File: src/hdl/tsq_pkg.sv
// shared types, constants and codes for the two-stack queue
package tsq_pkg;

   localparam int DATA_W        = 32;
   localparam int MODE_W        = 2;
   localparam int STATUS_W      = 2;
   localparam int DEPTH_DEFAULT = 8;

   // operation codes carried in the mode field
   localparam logic [MODE_W-1:0] MODE_ENQ  = 2'd0;
   localparam logic [MODE_W-1:0] MODE_DEQ  = 2'd1;
   localparam logic [MODE_W-1:0] MODE_PEEK = 2'd2;

   // result status codes
   localparam logic [STATUS_W-1:0] ST_OK    = 2'd0;
   localparam logic [STATUS_W-1:0] ST_FULL  = 2'd1;
   localparam logic [STATUS_W-1:0] ST_EMPTY = 2'd2;

   typedef enum logic [3:0] {
      S_IDLE,
      S_DECODE,
      S_MOVE_RD,
      S_MOVE_WR,
      S_POP_RD,
      S_WAIT_OUT,
      S_WAIT_IN,
      S_DONE
   } state_type;

   typedef struct packed {
      logic                op_load;
      logic                push;
      logic                res_set;
      logic [STATUS_W-1:0] res_code;
      logic                move_rd;
      logic                move_wr;
      logic                pop_rd;
      logic                peek_in_rd;
      logic                res_from_in;
      logic                res_from_out;
      logic                rsp_load;
   } cmd_type;

   typedef struct packed {
      logic [MODE_W-1:0] op_mode;
      logic              in_full;
      logic              in_empty;
      logic              out_empty;
      logic              rsp_free;
   } stat_type;

endpackage

File: src/hdl/tsq_req_if.sv
// request channel: operation and word to enqueue
interface tsq_req_if;
   logic                               valid;
   logic                               ready;
   logic [tsq_pkg::MODE_W-1:0]         mode;
   logic signed [tsq_pkg::DATA_W-1:0]  data_in;

   modport source (output valid, output mode, output data_in, input ready);
   modport sink   (input valid, input mode, input data_in, output ready);
endinterface

File: src/hdl/tsq_rsp_if.sv
// response channel: returned word and status
interface tsq_rsp_if;
   logic                               valid;
   logic                               ready;
   logic signed [tsq_pkg::DATA_W-1:0]  data_out;
   logic [tsq_pkg::STATUS_W-1:0]       status;

   modport source (output valid, output data_out, output status, input ready);
   modport sink   (input valid, input data_out, input status, output ready);
endinterface

File: src/hdl/tsq_ram.sv
// generic single-write, single-read ram with registered read data
module tsq_ram #(
   parameter int WIDTH = tsq_pkg::DATA_W,
   parameter int DEPTH = tsq_pkg::DEPTH_DEFAULT
) (
   input  logic                     clock,
   input  logic                     wr_en,
   input  logic [$clog2(DEPTH)-1:0] wr_addr,
   input  logic [WIDTH-1:0]         wr_data,
   input  logic [$clog2(DEPTH)-1:0] rd_addr,
   output logic [WIDTH-1:0]         rd_data
);

   logic [WIDTH-1:0] mem_ff [DEPTH];
   logic [WIDTH-1:0] rd_data_ff;

   always_ff @(posedge clock) begin
      if (wr_en) begin
         mem_ff[wr_addr] <= wr_data;
      end
      rd_data_ff <= mem_ff[rd_addr];
   end

   assign rd_data = rd_data_ff;

endmodule

File: src/hdl/tsq_datapath.sv
// datapath: stack memories, stack pointers, result and response registers
module tsq_datapath #(
   parameter int DEPTH = tsq_pkg::DEPTH_DEFAULT
) (
   input  logic                               clock,
   input  logic                               reset,
   input  tsq_pkg::cmd_type                   cmd,
   output tsq_pkg::stat_type                  stat,
   input  logic [tsq_pkg::MODE_W-1:0]         req_mode,
   input  logic signed [tsq_pkg::DATA_W-1:0]  req_data_in,
   output logic                               rsp_valid,
   input  logic                               rsp_ready,
   output logic signed [tsq_pkg::DATA_W-1:0]  rsp_data_out,
   output logic [tsq_pkg::STATUS_W-1:0]       rsp_status
);

   localparam int AW = $clog2(DEPTH);
   localparam int CW = $clog2(DEPTH + 1);

   logic [CW-1:0] in_count_ff, in_count_in;
   logic [CW-1:0] out_count_ff, out_count_in;
   logic          rsp_valid_ff, rsp_valid_in;

   logic [tsq_pkg::MODE_W-1:0]         op_mode_ff;
   logic signed [tsq_pkg::DATA_W-1:0]  op_data_ff;
   logic signed [tsq_pkg::DATA_W-1:0]  res_data_ff, res_data_in;
   logic [tsq_pkg::STATUS_W-1:0]       res_status_ff, res_status_in;
   logic signed [tsq_pkg::DATA_W-1:0]  rsp_data_ff;
   logic [tsq_pkg::STATUS_W-1:0]       rsp_status_ff;

   logic [CW-1:0]                in_top, out_top;
   logic [AW-1:0]                in_wr_addr, in_rd_addr, out_wr_addr, out_rd_addr;
   logic [tsq_pkg::DATA_W-1:0]   in_rd_data, out_rd_data;

   assign in_top      = in_count_ff - CW'(1);
   assign out_top     = out_count_ff - CW'(1);
   assign in_wr_addr  = in_count_ff[AW-1:0];
   assign in_rd_addr  = cmd.peek_in_rd ? AW'(0) : in_top[AW-1:0];
   assign out_wr_addr = out_count_ff[AW-1:0];
   assign out_rd_addr = out_top[AW-1:0];

   tsq_ram #(.WIDTH(tsq_pkg::DATA_W), .DEPTH(DEPTH)) u_in_ram (
      .clock   (clock),
      .wr_en   (cmd.push),
      .wr_addr (in_wr_addr),
      .wr_data (op_data_ff),
      .rd_addr (in_rd_addr),
      .rd_data (in_rd_data)
   );

   // transfer writes the word just read from the input stack
   tsq_ram #(.WIDTH(tsq_pkg::DATA_W), .DEPTH(DEPTH)) u_out_ram (
      .clock   (clock),
      .wr_en   (cmd.move_wr),
      .wr_addr (out_wr_addr),
      .wr_data (in_rd_data),
      .rd_addr (out_rd_addr),
      .rd_data (out_rd_data)
   );

   always_comb begin
      in_count_in = in_count_ff;
      if (cmd.push) begin
         in_count_in = in_count_ff + CW'(1);
      end else if (cmd.move_rd) begin
         in_count_in = in_top;
      end
   end

   always_comb begin
      out_count_in = out_count_ff;
      if (cmd.move_wr) begin
         out_count_in = out_count_ff + CW'(1);
      end else if (cmd.pop_rd) begin
         out_count_in = out_top;
      end
   end

   always_comb begin
      res_data_in   = res_data_ff;
      res_status_in = res_status_ff;
      if (cmd.res_set) begin
         res_data_in   = '0;
         res_status_in = cmd.res_code;
      end else if (cmd.res_from_out) begin
         res_data_in   = out_rd_data;
         res_status_in = tsq_pkg::ST_OK;
      end else if (cmd.res_from_in) begin
         res_data_in   = in_rd_data;
         res_status_in = tsq_pkg::ST_OK;
      end
   end

   always_comb begin
      rsp_valid_in = rsp_valid_ff;
      if (cmd.rsp_load) begin
         rsp_valid_in = 1'b1;
      end else if (rsp_ready) begin
         rsp_valid_in = 1'b0;
      end
   end

   always_ff @(posedge clock) begin
      if (reset) begin
         in_count_ff  <= '0;
         out_count_ff <= '0;
         rsp_valid_ff <= 1'b0;
      end else begin
         in_count_ff  <= in_count_in;
         out_count_ff <= out_count_in;
         rsp_valid_ff <= rsp_valid_in;
      end
   end

   always_ff @(posedge clock) begin
      if (cmd.op_load) begin
         op_mode_ff <= req_mode;
         op_data_ff <= req_data_in;
      end
      res_data_ff   <= res_data_in;
      res_status_ff <= res_status_in;
      if (cmd.rsp_load) begin
         rsp_data_ff   <= res_data_ff;
         rsp_status_ff <= res_status_ff;
      end
   end

   assign stat.op_mode   = op_mode_ff;
   assign stat.in_full   = (in_count_ff == CW'(DEPTH));
   assign stat.in_empty  = (in_count_ff == '0);
   assign stat.out_empty = (out_count_ff == '0);
   assign stat.rsp_free  = !rsp_valid_ff || rsp_ready;

   assign rsp_valid    = rsp_valid_ff;
   assign rsp_data_out = rsp_data_ff;
   assign rsp_status   = rsp_status_ff;

endmodule

File: src/hdl/tsq_ctrl.sv
// controller: sequences each operation and the stack-to-stack transfer
module tsq_ctrl (
   input  logic               clock,
   input  logic               reset,
   input  logic               req_valid,
   output logic               req_ready,
   input  tsq_pkg::stat_type  stat,
   output tsq_pkg::cmd_type   cmd
);

   tsq_pkg::state_type state_ff, state_in;

   always_ff @(posedge clock) begin
      if (reset) begin
         state_ff <= tsq_pkg::S_IDLE;
      end else begin
         state_ff <= state_in;
      end
   end

   always_comb begin
      state_in = state_ff;
      case (state_ff)
         tsq_pkg::S_IDLE: begin
            if (req_valid) begin
               state_in = tsq_pkg::S_DECODE;
            end
         end
         tsq_pkg::S_DECODE: begin
            case (stat.op_mode)
               tsq_pkg::MODE_DEQ: begin
                  if (!stat.out_empty) begin
                     state_in = tsq_pkg::S_POP_RD;
                  end else if (!stat.in_empty) begin
                     state_in = tsq_pkg::S_MOVE_RD;
                  end else begin
                     state_in = tsq_pkg::S_DONE;
                  end
               end
               tsq_pkg::MODE_PEEK: begin
                  if (!stat.out_empty) begin
                     state_in = tsq_pkg::S_WAIT_OUT;
                  end else if (!stat.in_empty) begin
                     state_in = tsq_pkg::S_WAIT_IN;
                  end else begin
                     state_in = tsq_pkg::S_DONE;
                  end
               end
               default: begin
                  state_in = tsq_pkg::S_DONE;
               end
            endcase
         end
         tsq_pkg::S_MOVE_RD: begin
            state_in = tsq_pkg::S_MOVE_WR;
         end
         tsq_pkg::S_MOVE_WR: begin
            // input count already dropped by the read step
            if (stat.in_empty) begin
               state_in = tsq_pkg::S_POP_RD;
            end else begin
               state_in = tsq_pkg::S_MOVE_RD;
            end
         end
         tsq_pkg::S_POP_RD: begin
            state_in = tsq_pkg::S_WAIT_OUT;
         end
         tsq_pkg::S_WAIT_OUT: begin
            state_in = tsq_pkg::S_DONE;
         end
         tsq_pkg::S_WAIT_IN: begin
            state_in = tsq_pkg::S_DONE;
         end
         tsq_pkg::S_DONE: begin
            if (stat.rsp_free) begin
               state_in = tsq_pkg::S_IDLE;
            end
         end
         default: begin
            state_in = tsq_pkg::S_IDLE;
         end
      endcase
   end

   always_comb begin
      cmd       = '0;
      req_ready = 1'b0;
      case (state_ff)
         tsq_pkg::S_IDLE: begin
            // no transaction is taken while reset is held
            req_ready   = !reset;
            cmd.op_load = req_valid && !reset;
         end
         tsq_pkg::S_DECODE: begin
            case (stat.op_mode)
               tsq_pkg::MODE_ENQ: begin
                  cmd.res_set = 1'b1;
                  if (stat.in_full) begin
                     cmd.res_code = tsq_pkg::ST_FULL;
                  end else begin
                     cmd.push     = 1'b1;
                     cmd.res_code = tsq_pkg::ST_OK;
                  end
               end
               tsq_pkg::MODE_DEQ: begin
                  if (stat.out_empty && stat.in_empty) begin
                     cmd.res_set  = 1'b1;
                     cmd.res_code = tsq_pkg::ST_EMPTY;
                  end
               end
               tsq_pkg::MODE_PEEK: begin
                  // front is the output top, else the input stack bottom
                  if (stat.out_empty && stat.in_empty) begin
                     cmd.res_set  = 1'b1;
                     cmd.res_code = tsq_pkg::ST_EMPTY;
                  end else if (stat.out_empty) begin
                     cmd.peek_in_rd = 1'b1;
                  end
               end
               default: begin
                  cmd.res_set  = 1'b1;
                  cmd.res_code = tsq_pkg::ST_OK;
               end
            endcase
         end
         tsq_pkg::S_MOVE_RD: begin
            cmd.move_rd = 1'b1;
         end
         tsq_pkg::S_MOVE_WR: begin
            cmd.move_wr = 1'b1;
         end
         tsq_pkg::S_POP_RD: begin
            cmd.pop_rd = 1'b1;
         end
         tsq_pkg::S_WAIT_OUT: begin
            cmd.res_from_out = 1'b1;
         end
         tsq_pkg::S_WAIT_IN: begin
            cmd.res_from_in = 1'b1;
         end
         tsq_pkg::S_DONE: begin
            cmd.rsp_load = stat.rsp_free;
         end
         default: begin
            cmd = '0;
         end
      endcase
   end

endmodule

File: src/hdl/two_stack_fifo_queue.sv
// top level of the two-stack queue: controller, datapath and channel hookup
//
// Request channel (req_chan) carries an operation code and a 32-bit word:
// enqueue pushes the word, dequeue removes the oldest word, peek returns the
// oldest word without removing it. Every transaction gives exactly one
// response on rsp_chan with the word (zero when none) and a status of ok,
// full (word dropped) or empty. Up to 2*DEPTH-1 words are held.
// One operation is in flight at a time. A dequeue that finds the output stack
// empty first moves every input-stack word across, then pops the output top.
// The transfer moves one word per read/write pair on the registered-read
// stack memories. The response becomes valid in the same cycle that the
// block returns to idle and can accept the next request.
// The response register lets a new request be accepted while the previous
// response waits; a stalled receiver holds the response steady and the
// block finishes the next operation up to its response, then waits.
// Synchronous reset empties both stacks and drops any pending response;
// the memories are not cleared.
module two_stack_fifo_queue #(
   parameter int DEPTH = tsq_pkg::DEPTH_DEFAULT
) (
   input  logic       clock,
   input  logic       reset,
   tsq_req_if.sink    req_chan,
   tsq_rsp_if.source  rsp_chan
);

   tsq_pkg::cmd_type  cmd;
   tsq_pkg::stat_type stat;

   tsq_ctrl u_ctrl (
      .clock     (clock),
      .reset     (reset),
      .req_valid (req_chan.valid),
      .req_ready (req_chan.ready),
      .stat      (stat),
      .cmd       (cmd)
   );

   tsq_datapath #(.DEPTH(DEPTH)) u_datapath (
      .clock        (clock),
      .reset        (reset),
      .cmd          (cmd),
      .stat         (stat),
      .req_mode     (req_chan.mode),
      .req_data_in  (req_chan.data_in),
      .rsp_valid    (rsp_chan.valid),
      .rsp_ready    (rsp_chan.ready),
      .rsp_data_out (rsp_chan.data_out),
      .rsp_status   (rsp_chan.status)
   );

endmodule

File: src/flat_wrapper.sv
// flat-port wrapper written by rule: the top's interface ports become plain ports
module two_stack_fifo_queue_flat 
#(
   parameter int DEPTH = tsq_pkg::DEPTH_DEFAULT
)
  (clock, reset, req_chan_valid, req_chan_mode, req_chan_data_in, req_chan_ready, rsp_chan_valid, rsp_chan_data_out, rsp_chan_status, rsp_chan_ready);
  tsq_req_if req_chan_i ();
  tsq_rsp_if rsp_chan_i ();
  input  logic clock;
  input  logic reset;
  input wire logic [$bits(req_chan_i.valid)-1:0] req_chan_valid;
  input wire logic [$bits(req_chan_i.mode)-1:0] req_chan_mode;
  input wire logic [$bits(req_chan_i.data_in)-1:0] req_chan_data_in;
  output wire logic [$bits(req_chan_i.ready)-1:0] req_chan_ready;
  output wire logic [$bits(rsp_chan_i.valid)-1:0] rsp_chan_valid;
  output wire logic [$bits(rsp_chan_i.data_out)-1:0] rsp_chan_data_out;
  output wire logic [$bits(rsp_chan_i.status)-1:0] rsp_chan_status;
  input wire logic [$bits(rsp_chan_i.ready)-1:0] rsp_chan_ready;
  assign req_chan_i.valid = req_chan_valid;
  assign req_chan_i.mode = req_chan_mode;
  assign req_chan_i.data_in = req_chan_data_in;
  assign req_chan_ready = req_chan_i.ready;
  assign rsp_chan_valid = rsp_chan_i.valid;
  assign rsp_chan_data_out = rsp_chan_i.data_out;
  assign rsp_chan_status = rsp_chan_i.status;
  assign rsp_chan_i.ready = rsp_chan_ready;
  two_stack_fifo_queue #(.DEPTH(DEPTH)) u_core (.clock(clock), .reset(reset), .req_chan(req_chan_i), .rsp_chan(rsp_chan_i));
endmodule
File: config.mk
export PLATFORM = sky130hd
export DESIGN_NAME = two_stack_fifo_queue_flat
export DESIGN_NICKNAME = d
export VERILOG_FILES = /design/src/hdl/tsq_pkg.sv /design/src/hdl/tsq_req_if.sv /design/src/hdl/tsq_rsp_if.sv /design/src/hdl/tsq_ram.sv /design/src/hdl/tsq_datapath.sv /design/src/hdl/tsq_ctrl.sv /design/src/hdl/two_stack_fifo_queue.sv /design/src/flat_wrapper.sv
export SDC_FILE = /design/constraint.sdc
export NUM_CORES = 1
export LEC_CHECK = 0
export ABC_AREA = 1
export BUFFER_PORTS_ARGS = -buffer_cell sky130_fd_sc_hd__buf_2
export CORE_MARGIN = 2
export CORE_UTILIZATION = 60
export DETAILED_ROUTE_END_ITERATION = 7
export PLACE_DENSITY = 0.77
export SLEW_MARGIN = 10
export SYNTH_ARGS = -nofsm -noshare
export SYNTH_HDL_FRONTEND = slang
export SYNTH_HIERARCHICAL = 1
export SYNTH_SLANG_ARGS = --single-unit
File: constraint.sdc
create_clock -name clock -period 4.9 [get_ports clock]
set_input_delay 1.47 -clock clock [delete_from_list [all_inputs] [get_ports clock]]
set_output_delay 1.47 -clock clock [all_outputs]
set_load 0.005 [all_outputs]
==> results of run 1 <==
[state kept, by name (all words and copies together), names as in the netlist]
register	count
u_core/u_datapath/u_in_ram/rd_data	32
u_core/u_datapath/rsp_data_out	32
u_core/u_datapath/out_count_ff	4
u_core/u_datapath/op_data_ff	32
u_core/u_datapath/op_mode_ff	2
u_core/u_datapath/res_status_ff	2
u_core/u_datapath/u_out_ram/rd_data	32
u_core/u_datapath/in_count_ff	4
u_core/u_datapath/res_data_ff	32
u_core/u_datapath/rsp_valid	1
u_core/u_datapath/u_in_ram/mem_ff	256
u_core/u_datapath/u_out_ram/mem_ff	256
u_core/u_ctrl/state_ff	3
u_core/u_datapath/rsp_status	2
[routing by layer]
layer	wire length [um]	global-route usage
met1	23600	0.312
met2	29600	0.439
met3	3950	0.0341
met4	1910	0.0991
met5	0	0
[how the worst max path moves through the flow]
| stage | from | end | cells past startpoint |
|---|---|---|---|
| 5_1_grt | u_core/u_datapath/in_count_ff[0]$_SDFFE_PP0P_ | u_core/u_datapath/u_in_ram/rd_data[19]$_DFF_P_ | 15 |
| 2_1_floorplan | req_chan_valid | u_core/u_datapath/op_data_ff[0]$_DFFE_PP_ | 2 |
| 6_report | u_core/u_datapath/in_count_ff[0]$_SDFFE_PP0P_ | u_core/u_datapath/u_in_ram/rd_data[19]$_DFF_P_ | 15 |
| 3_5_place_dp | u_core/u_datapath/in_count_ff[0]$_SDFFE_PP0P_ | u_core/u_datapath/u_in_ram/rd_data[19]$_DFF_P_ | 15 |
| 3_3_place_gp | u_core/u_datapath/in_count_ff[0]$_SDFFE_PP0P_ | u_core/u_datapath/u_in_ram/rd_data[26]$_DFF_P_ | 15 |
| 4_1_cts | u_core/u_datapath/in_count_ff[0]$_SDFFE_PP0P_ | u_core/u_datapath/u_in_ram/rd_data[19]$_DFF_P_ | 15 |
[final cells by class]
type                            instances  area, um^2  share of cell area
Timing Repair Buffer                  107         646              0.0206
Inverter                              571        2150              0.0687
Antenna cell                            1        2.50           0.0000800
Tap cell                              607         759              0.0243
Clock inverter                         25         204             0.00652
Multi-Input combinational cell       1376        5890               0.188
Sequential cell                       690       19600               0.628
Clock buffer                          100        1980              0.0633
[through the flow]
stage,area [um^2],utilization
5_1_grt,31300,0.673
6_report,31300,0.673
4_1_cts,31300,0.673
2_1_floorplan,28200,-
3_3_place_gp,29100,0.626
3_5_place_dp,29100,0.626
[synthesized netlist by cell type]
cell type    n
o21a_1       4
nor3_1       6
buf_1       10
dfxtp_1    108
nor2_4       2
nor2_2       1
nand4_1      4
nand3_1    275
inv_1      564
clkinv_1     1
ha_1         8
clkbuf_1    19
a21boi_0     1
inv_2        6
o211ai_1     1
a31oi_1     16
o21ai_0     10
xor2_1       2
buf_6       22
a21oi_1     21
buf_2       46
nand2_1    966
edfxtp_1   582
buf_4       12
nand2_2      1
nor2_1      58
[power by group through the flow]
stage	clock [W]	combinational [W]	sequential [W]
after global placement	0	0.00516	0.00825
after detailed placement	0	0.00535	0.00831
after global routing	0.00536	0.00610	0.00828
final	0.00503	0.00546	0.00820
after CTS	0.00512	0.00542	0.00819
after floorplan	0	0.00413	0.00797
[cell families (layout without fill, tap and decap cells)]
| group | Yosys count | count (layout) | share of synthesized area |
|---|---|---|---|
| flip-flops | 690 | 690 | 0.697 |
| XOR/XNOR | 2 | 2 | 0.000622 |
| AND/OR/NAND/NOR | 1313 | 1313 | 0.188 |
| buffers and inverters | 680 | 803 | 0.100 |
| adder cells (fa/ha/maj) | 8 | 8 | 0.00355 |
| other | 0 | 1 | 0 |
| AO/OA/AOI/OAI | 53 | 53 | 0.0107 |
[worst max-delay path: cells and delay by family, from the launching register on]
| family | cells | cell delay [ns] |
|---|---|---|
| adder cells (fa/ha/maj) | 1 | 0.25 |
| flip-flops | 1 | 0.45 |
| buffers and inverters | 4 | 1.26 |
| AND/OR/NAND/NOR | 10 | 1.66 |
==> results.py, run 1 <==
metrics = {
    "global_route": {
        "grt-ovfl-total": 0,
        "antenna_found_initial": 0,
        "grt_use_total": 0.249,
        "grt_pass1_vias": 17955,
        "grt_pass1_wl_um": 92800,
        "grt_max_degree": 105,
    },
    "clock_tree": {
        "clockBufferDepth": 3,
        "clk_pin_slew_worst_paths_ns": 0.06,
        "cts_resized": 0,
        "clock-root-buffer": "clkbuf_16",
        "clock_sinks": 690,
        "cts_max_level": 3,
        "holdBufCountCts": 0,
        "clk_latency_ns": 0.58,
        "cts_made_buffers": 69,
        "cts_setup_buffers": 0,
        "cts_tree": "done",
    },
    "worst_hold_path": {
        "holdPathEnd": "u_core/u_datapath/rsp_data_out[21]$_DFFE_PP_",
        "hold_path.class": "register to register",
        "holdPathStages": 0,
        "hp-start": "u_core/u_datapath/res_data_ff[21]$_SDFFE_PP0P_",
    },
    "timing": {
        "rsz0062_at_grt": "false",
        "fin_crit_sh": 0.779,
        "relSlewSlack": 0.241,
        "skew_ns": 0.0211,
        "finalHoldViolations": 0,
        "finalCriticalPeriod_ns": 3.82,
        "layout_setup_ws_ns": 1.08,
        "fin_setup_tns_ns": 0,
        "setup_violations": 0,
        "clock.fmax_mhz": 262,
        "holdWs_ns": 0.433,
        "tightest_slew_ns": 1.14,
        "drv_slew": 0,
    },
    "logic_synthesis": {
        "synth_area_leaders": "edfxtp_1, nand2_1, dfxtp_1",
        "ys_seq_area_frac": 0.697,
        "syn_inst": 2746,
        "avgSynthCellArea_um2": 10.3,
        "synth_area_leader_cell": "edfxtp_1",
        "synth_top_area_frac": 0.620,
        "synth_nets": 2792,
        "synth_area_mm2": 0.0282,
        "yosys_register_bits": 690,
        "yosys_warnings": 6,
        "ys_types": 26,
    },
    "worst_setup_path": {
        "worst_setup_path_start_kind": "register",
        "crit_chain": "inv_1, ha_1, nand2_1, nor2_1, inv_1, nand2_1, nor3_1, nor2_4, clkinv_2, buf_12, nand2_1, nand3_1, nand2_1, nand2_1, nand2_1",
        "cp_slowest_stage_delay_ns": 0.73,
        "rrSetupSlack_ns": 1.08,
        "crit_slowest_cell": "nor3_1",
        "cpMostUsedCell": "nand2_1",
        "crit_arrival_ns": 4.28,
        "reg2regPathDepth": 15,
        "path_max_fanout": 65,
        "critPathRequiredTime_ns": 5.36,
        "cp-end-kind": "register",
        "reg2reg_from": "u_core/u_datapath/in_count_ff[0]$_SDFFE_PP0P_",
        "worst-setup-path-type": "register to register",
        "r2r-end": "u_core/u_datapath/u_in_ram/rd_data[19]$_DFF_P_",
    },
    "die": {
        "dieWidth_um": 221,
        "io_pins": 74,
        "fp.coreArea_mm2": 0.0465,
        "initial_core_util": 0.607,
        "die_y_um": 221,
        "placementRows": 79,
        "die-area_mm2": 0.0487,
    },
    "routing": {
        "ant_nets": 0,
        "avgRoutedWirePerCell_um": 17.0,
        "drtIter0Drc": 1562,
        "via_per_inst": 5.17,
        "drcViolationCount": 2,
        "first_pass_iters": 8,
        "via_count": 17981,
        "wl_um": 59000,
    },
    "power_and_ir_drop": {
        "p_seq_frac": 0.439,
        "p_comb_frac": 0.292,
        "switching_share": 0.355,
        "p_per_area_mw_per_mm2": 598,
        "clkPwrFrac": 0.269,
        "total_power_w": 0.0187,
        "power_leakage_nw": 13.9,
        "switchingPower_w": 0.00663,
        "power.internal_w": 0.0121,
        "max-vdd-ir-drop_mv": 0.432,
    },
    "placement": {
        "hpwlAfterDp_um": 33200,
        "place_inst": 3351,
        "port_buffers": 73,
        "gp_congestion": 0.814,
        "post-place-ws_ns": 1.16,
    },
    "flow_run": {
        "maxCapViolCount": 0,
    },
    "cells_and_area": {
        "final_cells": 3477,
        "finalNetCount": 2861,
        "n_fill_cell": 3295,
        "area_delta_synth_final_pct": 10.9,
        "final_cell_mix": "nand2_1, edfxtp_1, inv_1",
        "final_common_cell": "nand2_1",
        "drive_gt1_frac": 0.0837,
    },
    "outcome": {
        "failed_checks": "design-rule violations",
        "status": "finished with violations",
    },
}
No activity file was read; power rests on OpenSTA's default activity.
==> run 2, diff against run 1 <==
Clock period 4.9 ns to 4 ns, I/O delays scaled along.
==> results.py, run 2 (synthesis results as in run 1) <==
metrics = {
    "timing": {
        "rsz0062_at_grt": "false",
        "drv_slew": 0,
        "finalHoldViolations": 0,
        "setup_violations": 0,
        "relSlewSlack": 0.185,
        "fin_crit_sh": 0.783,
        "clock.fmax_mhz": 319,
        "tightest_slew_ns": 1.22,
        "fin_setup_tns_ns": 0,
        "finalCriticalPeriod_ns": 3.13,
        "layout_setup_ws_ns": 0.867,
        "holdWs_ns": 0.423,
        "skew_ns": 0.0281,
    },
    "routing": {
        "first_pass_iters": 6,
        "drtIter0Drc": 1903,
        "ant_nets": 0,
        "via_per_inst": 5.24,
        "via_count": 18225,
        "wl_um": 58300,
        "avgRoutedWirePerCell_um": 16.7,
        "drcViolationCount": 0,
    },
    "clock_tree": {
        "holdBufCountCts": 0,
        "clk_pin_slew_worst_paths_ns": 0.06,
        "clk_latency_ns": 0.61,
        "cts_tree": "done",
        "cts_made_buffers": 68,
        "cts_setup_buffers": 0,
        "clock-root-buffer": "clkbuf_16",
        "clockBufferDepth": 3,
        "clock_sinks": 690,
        "cts_resized": 0,
        "cts_max_level": 3,
    },
    "cells_and_area": {
        "n_antenna_cell": 0,
        "area_delta_synth_final_pct": 11.4,
        "final_cell_mix": "nand2_1, edfxtp_1, inv_1",
        "finalNetCount": 2864,
        "final_common_cell": "nand2_1",
        "final_area_mm2": 0.0314,
        "reg_top3": "u_core/u_datapath/u_in_ram/mem_ff (256), u_core/u_datapath/u_out_ram/mem_ff (256)",
        "n_fill_cell": 3246,
        "postLayoutCoreUtil": 0.676,
        "drive_gt1_frac": 0.0852,
    },
    "global_route": {
        "grt_max_degree": 107,
        "grt_pass1_vias": 17702,
        "met2_usage": 0.410,
        "grt-ovfl-total": 0,
        "grt_use_total": 0.246,
        "antenna_found_initial": 0,
        "busiest_layer": "met2",
        "grt_pass1_wl_um": 91500,
        "use_met3": 0.0335,
        "grt_use_met1": 0.324,
    },
    "worst_setup_path": {
        "worst-setup-path-type": "register to register",
        "cp_slowest_stage_delay_ns": 0.85,
        "crit_arrival_ns": 3.69,
        "crit_chain": "inv_1, ha_1, nand2_1, nor2_1, nand2_1, nor3_1, buf_4, nor2_4, inv_2, buf_4, nand3_1, nand2_1, nand2_1, nand2_1",
        "worst_setup_path_start_kind": "register",
        "crit_slowest_cell": "inv_2",
        "cp-end-kind": "register",
        "cpMostUsedCell": "nand2_1",
        "critPathRequiredTime_ns": 4.55,
        "path_max_fanout": 57,
    },
    "power_and_ir_drop": {
        "clkPwrFrac": 0.277,
        "p_seq_frac": 0.433,
        "power_leakage_nw": 14.0,
        "max-vdd-ir-drop_mv": 0.627,
        "switching_share": 0.354,
        "switchingPower_w": 0.00822,
        "power.internal_w": 0.0150,
        "p_per_area_mw_per_mm2": 738,
        "p_comb_frac": 0.290,
    },
    "placement": {
        "port_buffers": 73,
        "gp_congestion": 0.808,
        "post-place-ws_ns": 0.889,
        "hpwlAfterDp_um": 30800,
        "placed_area_mm2": 0.0291,
    },
    "die": {
        "die_y_um": 221,
        "dieWidth_um": 221,
        "placementRows": 79,
        "initial_core_util": 0.607,
        "io_pins": 74,
        "fp.coreArea_mm2": 0.0465,
        "die-area_mm2": 0.0487,
    },
    "flow_run": {
        "maxCapViolCount": 0,
    },
    "worst_hold_path": {
        "hold_path.class": "register to register",
    },
    "outcome": {
        "status": "complete, no violations",
    },
}
==> run 2: worst max-delay path, delay by kind of cell, from the launching register on <==
kind	cells	cell delay, ns
adder cells (fa/ha/maj)	1	0.22
AND/OR/NAND/NOR	9	0.99
flip-flops	1	0.36
buffers and inverters	4	1.46
==> run 2: area by class of cell <==
class | instances | area, um^2 | area share
flip-flops and latches | 690 | 19600 | 0.625
multi-input cells | 1376 | 5900 | 0.188
inverters | 571 | 2150 | 0.0684
clock buffers | 100 | 1960 | 0.0623
well taps | 607 | 759 | 0.0242
repair buffers | 111 | 701 | 0.0223
clock inverters | 26 | 309 | 0.00984
==> run 2: per-layer routing <==
| metal | up-vias | share of wire |
|---|---|---|
| met5 | - | 0 |
| li1 | 8742 | - |
| met1 | 8585 | 0.40 |
| met4 | 0 | 0.031 |
| met3 | 145 | 0.077 |
| met2 | 753 | 0.49 |
==> run 2: final timing paths <==
kind	end	startpoint	depth (start not counted)	slack (ns)
min	u_core/u_datapath/rsp_data_out[29]$_DFFE_PP_	u_core/u_datapath/res_data_ff[29]$_SDFFE_PP0P_	0	0.42
min reg2reg	u_core/u_datapath/rsp_data_out[29]$_DFFE_PP_	u_core/u_datapath/res_data_ff[29]$_SDFFE_PP0P_	0	0.42
max	u_core/u_datapath/u_in_ram/rd_data[25]$_DFF_P_	u_core/u_datapath/out_count_ff[1]$_SDFFE_PP0P_	14	0.87
max reg2reg	u_core/u_datapath/u_in_ram/rd_data[25]$_DFF_P_	u_core/u_datapath/out_count_ff[1]$_SDFFE_PP0P_	14	0.87
==> run 2: power by group through the flow <==
stage / sequential [W] / clock, W / combinational, W
floorplan: 0.00976 / 0 / 0.00507
global route: 0.0101 / 0.00680 / 0.00751
CTS: 0.0100 / 0.00651 / 0.00667
finish: 0.0100 / 0.00642 / 0.00672
global placement: 0.0101 / 0 / 0.00642
detailed placement: 0.0102 / 0 / 0.00660
==> run 2: stage by stage <==
| step | power (W) | std cells |
|---|---|---|
| floorplan | 0.0148 | 2746 |
| CTS | 0.0232 | 3481 |
| detailed placement | 0.0168 | 3355 |
| global placement | 0.0165 | 3355 |
| finish | 0.0232 | 3481 |
| global route | 0.0245 | 3481 |
==> run 3, diff against run 2 <==
Settings changed: CORE_UTILIZATION 60 to 56, PLACE_DENSITY 0.77 to 0.76.
Clock period 4 ns to 2.8 ns, I/O delays scaled along.
==> results.py, run 3 (synthesis results as in run 1) <==
metrics = {
    "timing": {
        "relSlewSlack": 0.408,
        "drv_slew": 0,
        "clock.fmax_mhz": 389,
        "rsz0062_at_grt": "false",
        "setup_violations": 0,
        "fin_crit_sh": 0.918,
        "skew_ns": 0.0193,
        "tightest_slew_ns": 0.888,
        "holdWs_ns": 0.413,
        "finalHoldViolations": 0,
        "finalCriticalPeriod_ns": 2.57,
    },
    "worst_setup_path": {
        "reg2reg_from": "u_core/u_datapath/in_count_ff[0]$_SDFFE_PP0P_",
        "critPathRequiredTime_ns": 3.10,
        "worst_setup_path_start_kind": "register",
        "worst-setup-path-type": "register to register",
        "crit_arrival_ns": 2.87,
        "cp-end-kind": "register",
        "path_max_fanout": 14,
        "critPathLaunch": "u_core/u_datapath/in_count_ff[0]$_SDFFE_PP0P_",
    },
    "cells_and_area": {
        "drive_gt1_frac": 0.0917,
        "final_cell_mix": "nand2_1, edfxtp_1, inv_1",
        "area_delta_synth_final_pct": 13.4,
        "finalNetCount": 2879,
        "n_antenna_cell": 0,
        "final_common_cell": "nand2_1",
        "final_area_mm2": 0.0320,
        "reg_top3": "u_core/u_datapath/u_in_ram/mem_ff (256), u_core/u_datapath/u_out_ram/mem_ff (256)",
        "postLayoutCoreUtil": 0.640,
    },
    "flow_run": {
        "maxCapViolCount": 0,
    },
    "placement": {
        "gp_congestion": 0.808,
        "port_buffers": 73,
        "placed_area_mm2": 0.0296,
        "hpwlAfterDp_um": 32800,
    },
    "worst_hold_path": {
        "hold_path.class": "input port to register",
        "hp-start": "req_chan_data_in[29]",
    },
    "clock_tree": {
        "clk_latency_ns": 0.60,
        "cts_tree": "done",
        "clockBufferDepth": 3,
        "cts_setup_buffers": 0,
        "clock_sinks": 690,
        "cts_resized": 0,
        "holdBufCountCts": 0,
        "cts_made_buffers": 70,
        "cts_max_level": 3,
        "clock-root-buffer": "clkbuf_16",
        "clk_pin_slew_worst_paths_ns": 0.06,
    },
    "routing": {
        "wl_um": 59300,
        "avgRoutedWirePerCell_um": 16.7,
        "drtIter0Drc": 1538,
        "via_count": 18173,
        "first_pass_iters": 5,
        "drcViolationCount": 0,
        "via_per_inst": 5.10,
        "ant_nets": 0,
    },
    "die": {
        "initial_core_util": 0.564,
        "die_y_um": 228,
        "dieWidth_um": 228,
        "die-area_mm2": 0.0521,
        "fp.coreArea_mm2": 0.0500,
        "placementRows": 82,
        "io_pins": 74,
    },
    "power_and_ir_drop": {
        "power_leakage_nw": 14.2,
        "p_per_area_mw_per_mm2": 1050,
        "total_power_w": 0.0337,
        "max-vdd-ir-drop_mv": 0.930,
    },
    "global_route": {
        "antenna_found_initial": 0,
        "grt_max_degree": 133,
        "grt_pass1_vias": 18166,
        "grt-ovfl-total": 0,
        "grt_pass1_wl_um": 94400,
        "grt_use_total": 0.231,
    },
    "outcome": {
        "status": "complete, no violations",
    },
}
==> run 3: final cells by class <==
class,instances,area [um^2]
repair buffers,124,1100
flip-flops and latches,690,19600
well taps,672,841
fillers,3693,18000
inverters,571,2150
clock inverters,29,288
clock buffers,101,2050
multi-input cells,1376,5900
==> run 3: per-stage QoR <==
step	TNS, ns	std cells	setup slack [ns]
floorplan	-47.38	2746	-0.214
global placement	0	3433	0.395
detailed placement	0	3433	0.329
CTS	0	3563	0.283
global route	0	3563	0.0749
finish	0	3563	0.230
==> run 3: critical path, stage by stage, from the launching register on <==
cell	delay (ns)
dfxtp_1	0.48
inv_1	0.14
ha_1	0.25
nand2_1	0.10
nor2_1	0.06
nor2_1	0.23
nand2_1	0.31
nor2_4	0.47
buf_12	0.23
==> run 3: final timing paths <==
kind	end	slack, ns	depth (start not counted)
hold reg to reg	u_core/u_datapath/rsp_status[0]$_DFFE_PP_	0.42	0
setup / recovery	u_core/u_datapath/u_in_ram/mem_ff[2][11]$_DFFE_PP_	0.23	8
setup reg to reg	u_core/u_datapath/u_in_ram/mem_ff[2][11]$_DFFE_PP_	0.23	8
hold / removal	u_core/u_datapath/op_data_ff[29]$_DFFE_PP_	0.41	1
==> run 3: power by group <==
| part | switching [W] | leakage (nW) | total, W | internal (W) |
|---|---|---|---|---|
| registers | 0.00125 | 6.16 | 0.0144 | 0.0131 |
| logic | 0.00686 | 6.88 | 0.0100 | 0.00314 |
| clock network | 0.00375 | 1.14 | 0.00933 | 0.00558 |
==> run 3: routing by layer <==
metal	track usage	vias up	wire length (um)
li1	-	8789	-
met1	0.291	8542	24000
met3	0.0336	151	4040
met5	0	-	0
met4	0.0893	0	1600
met2	0.405	691	29700
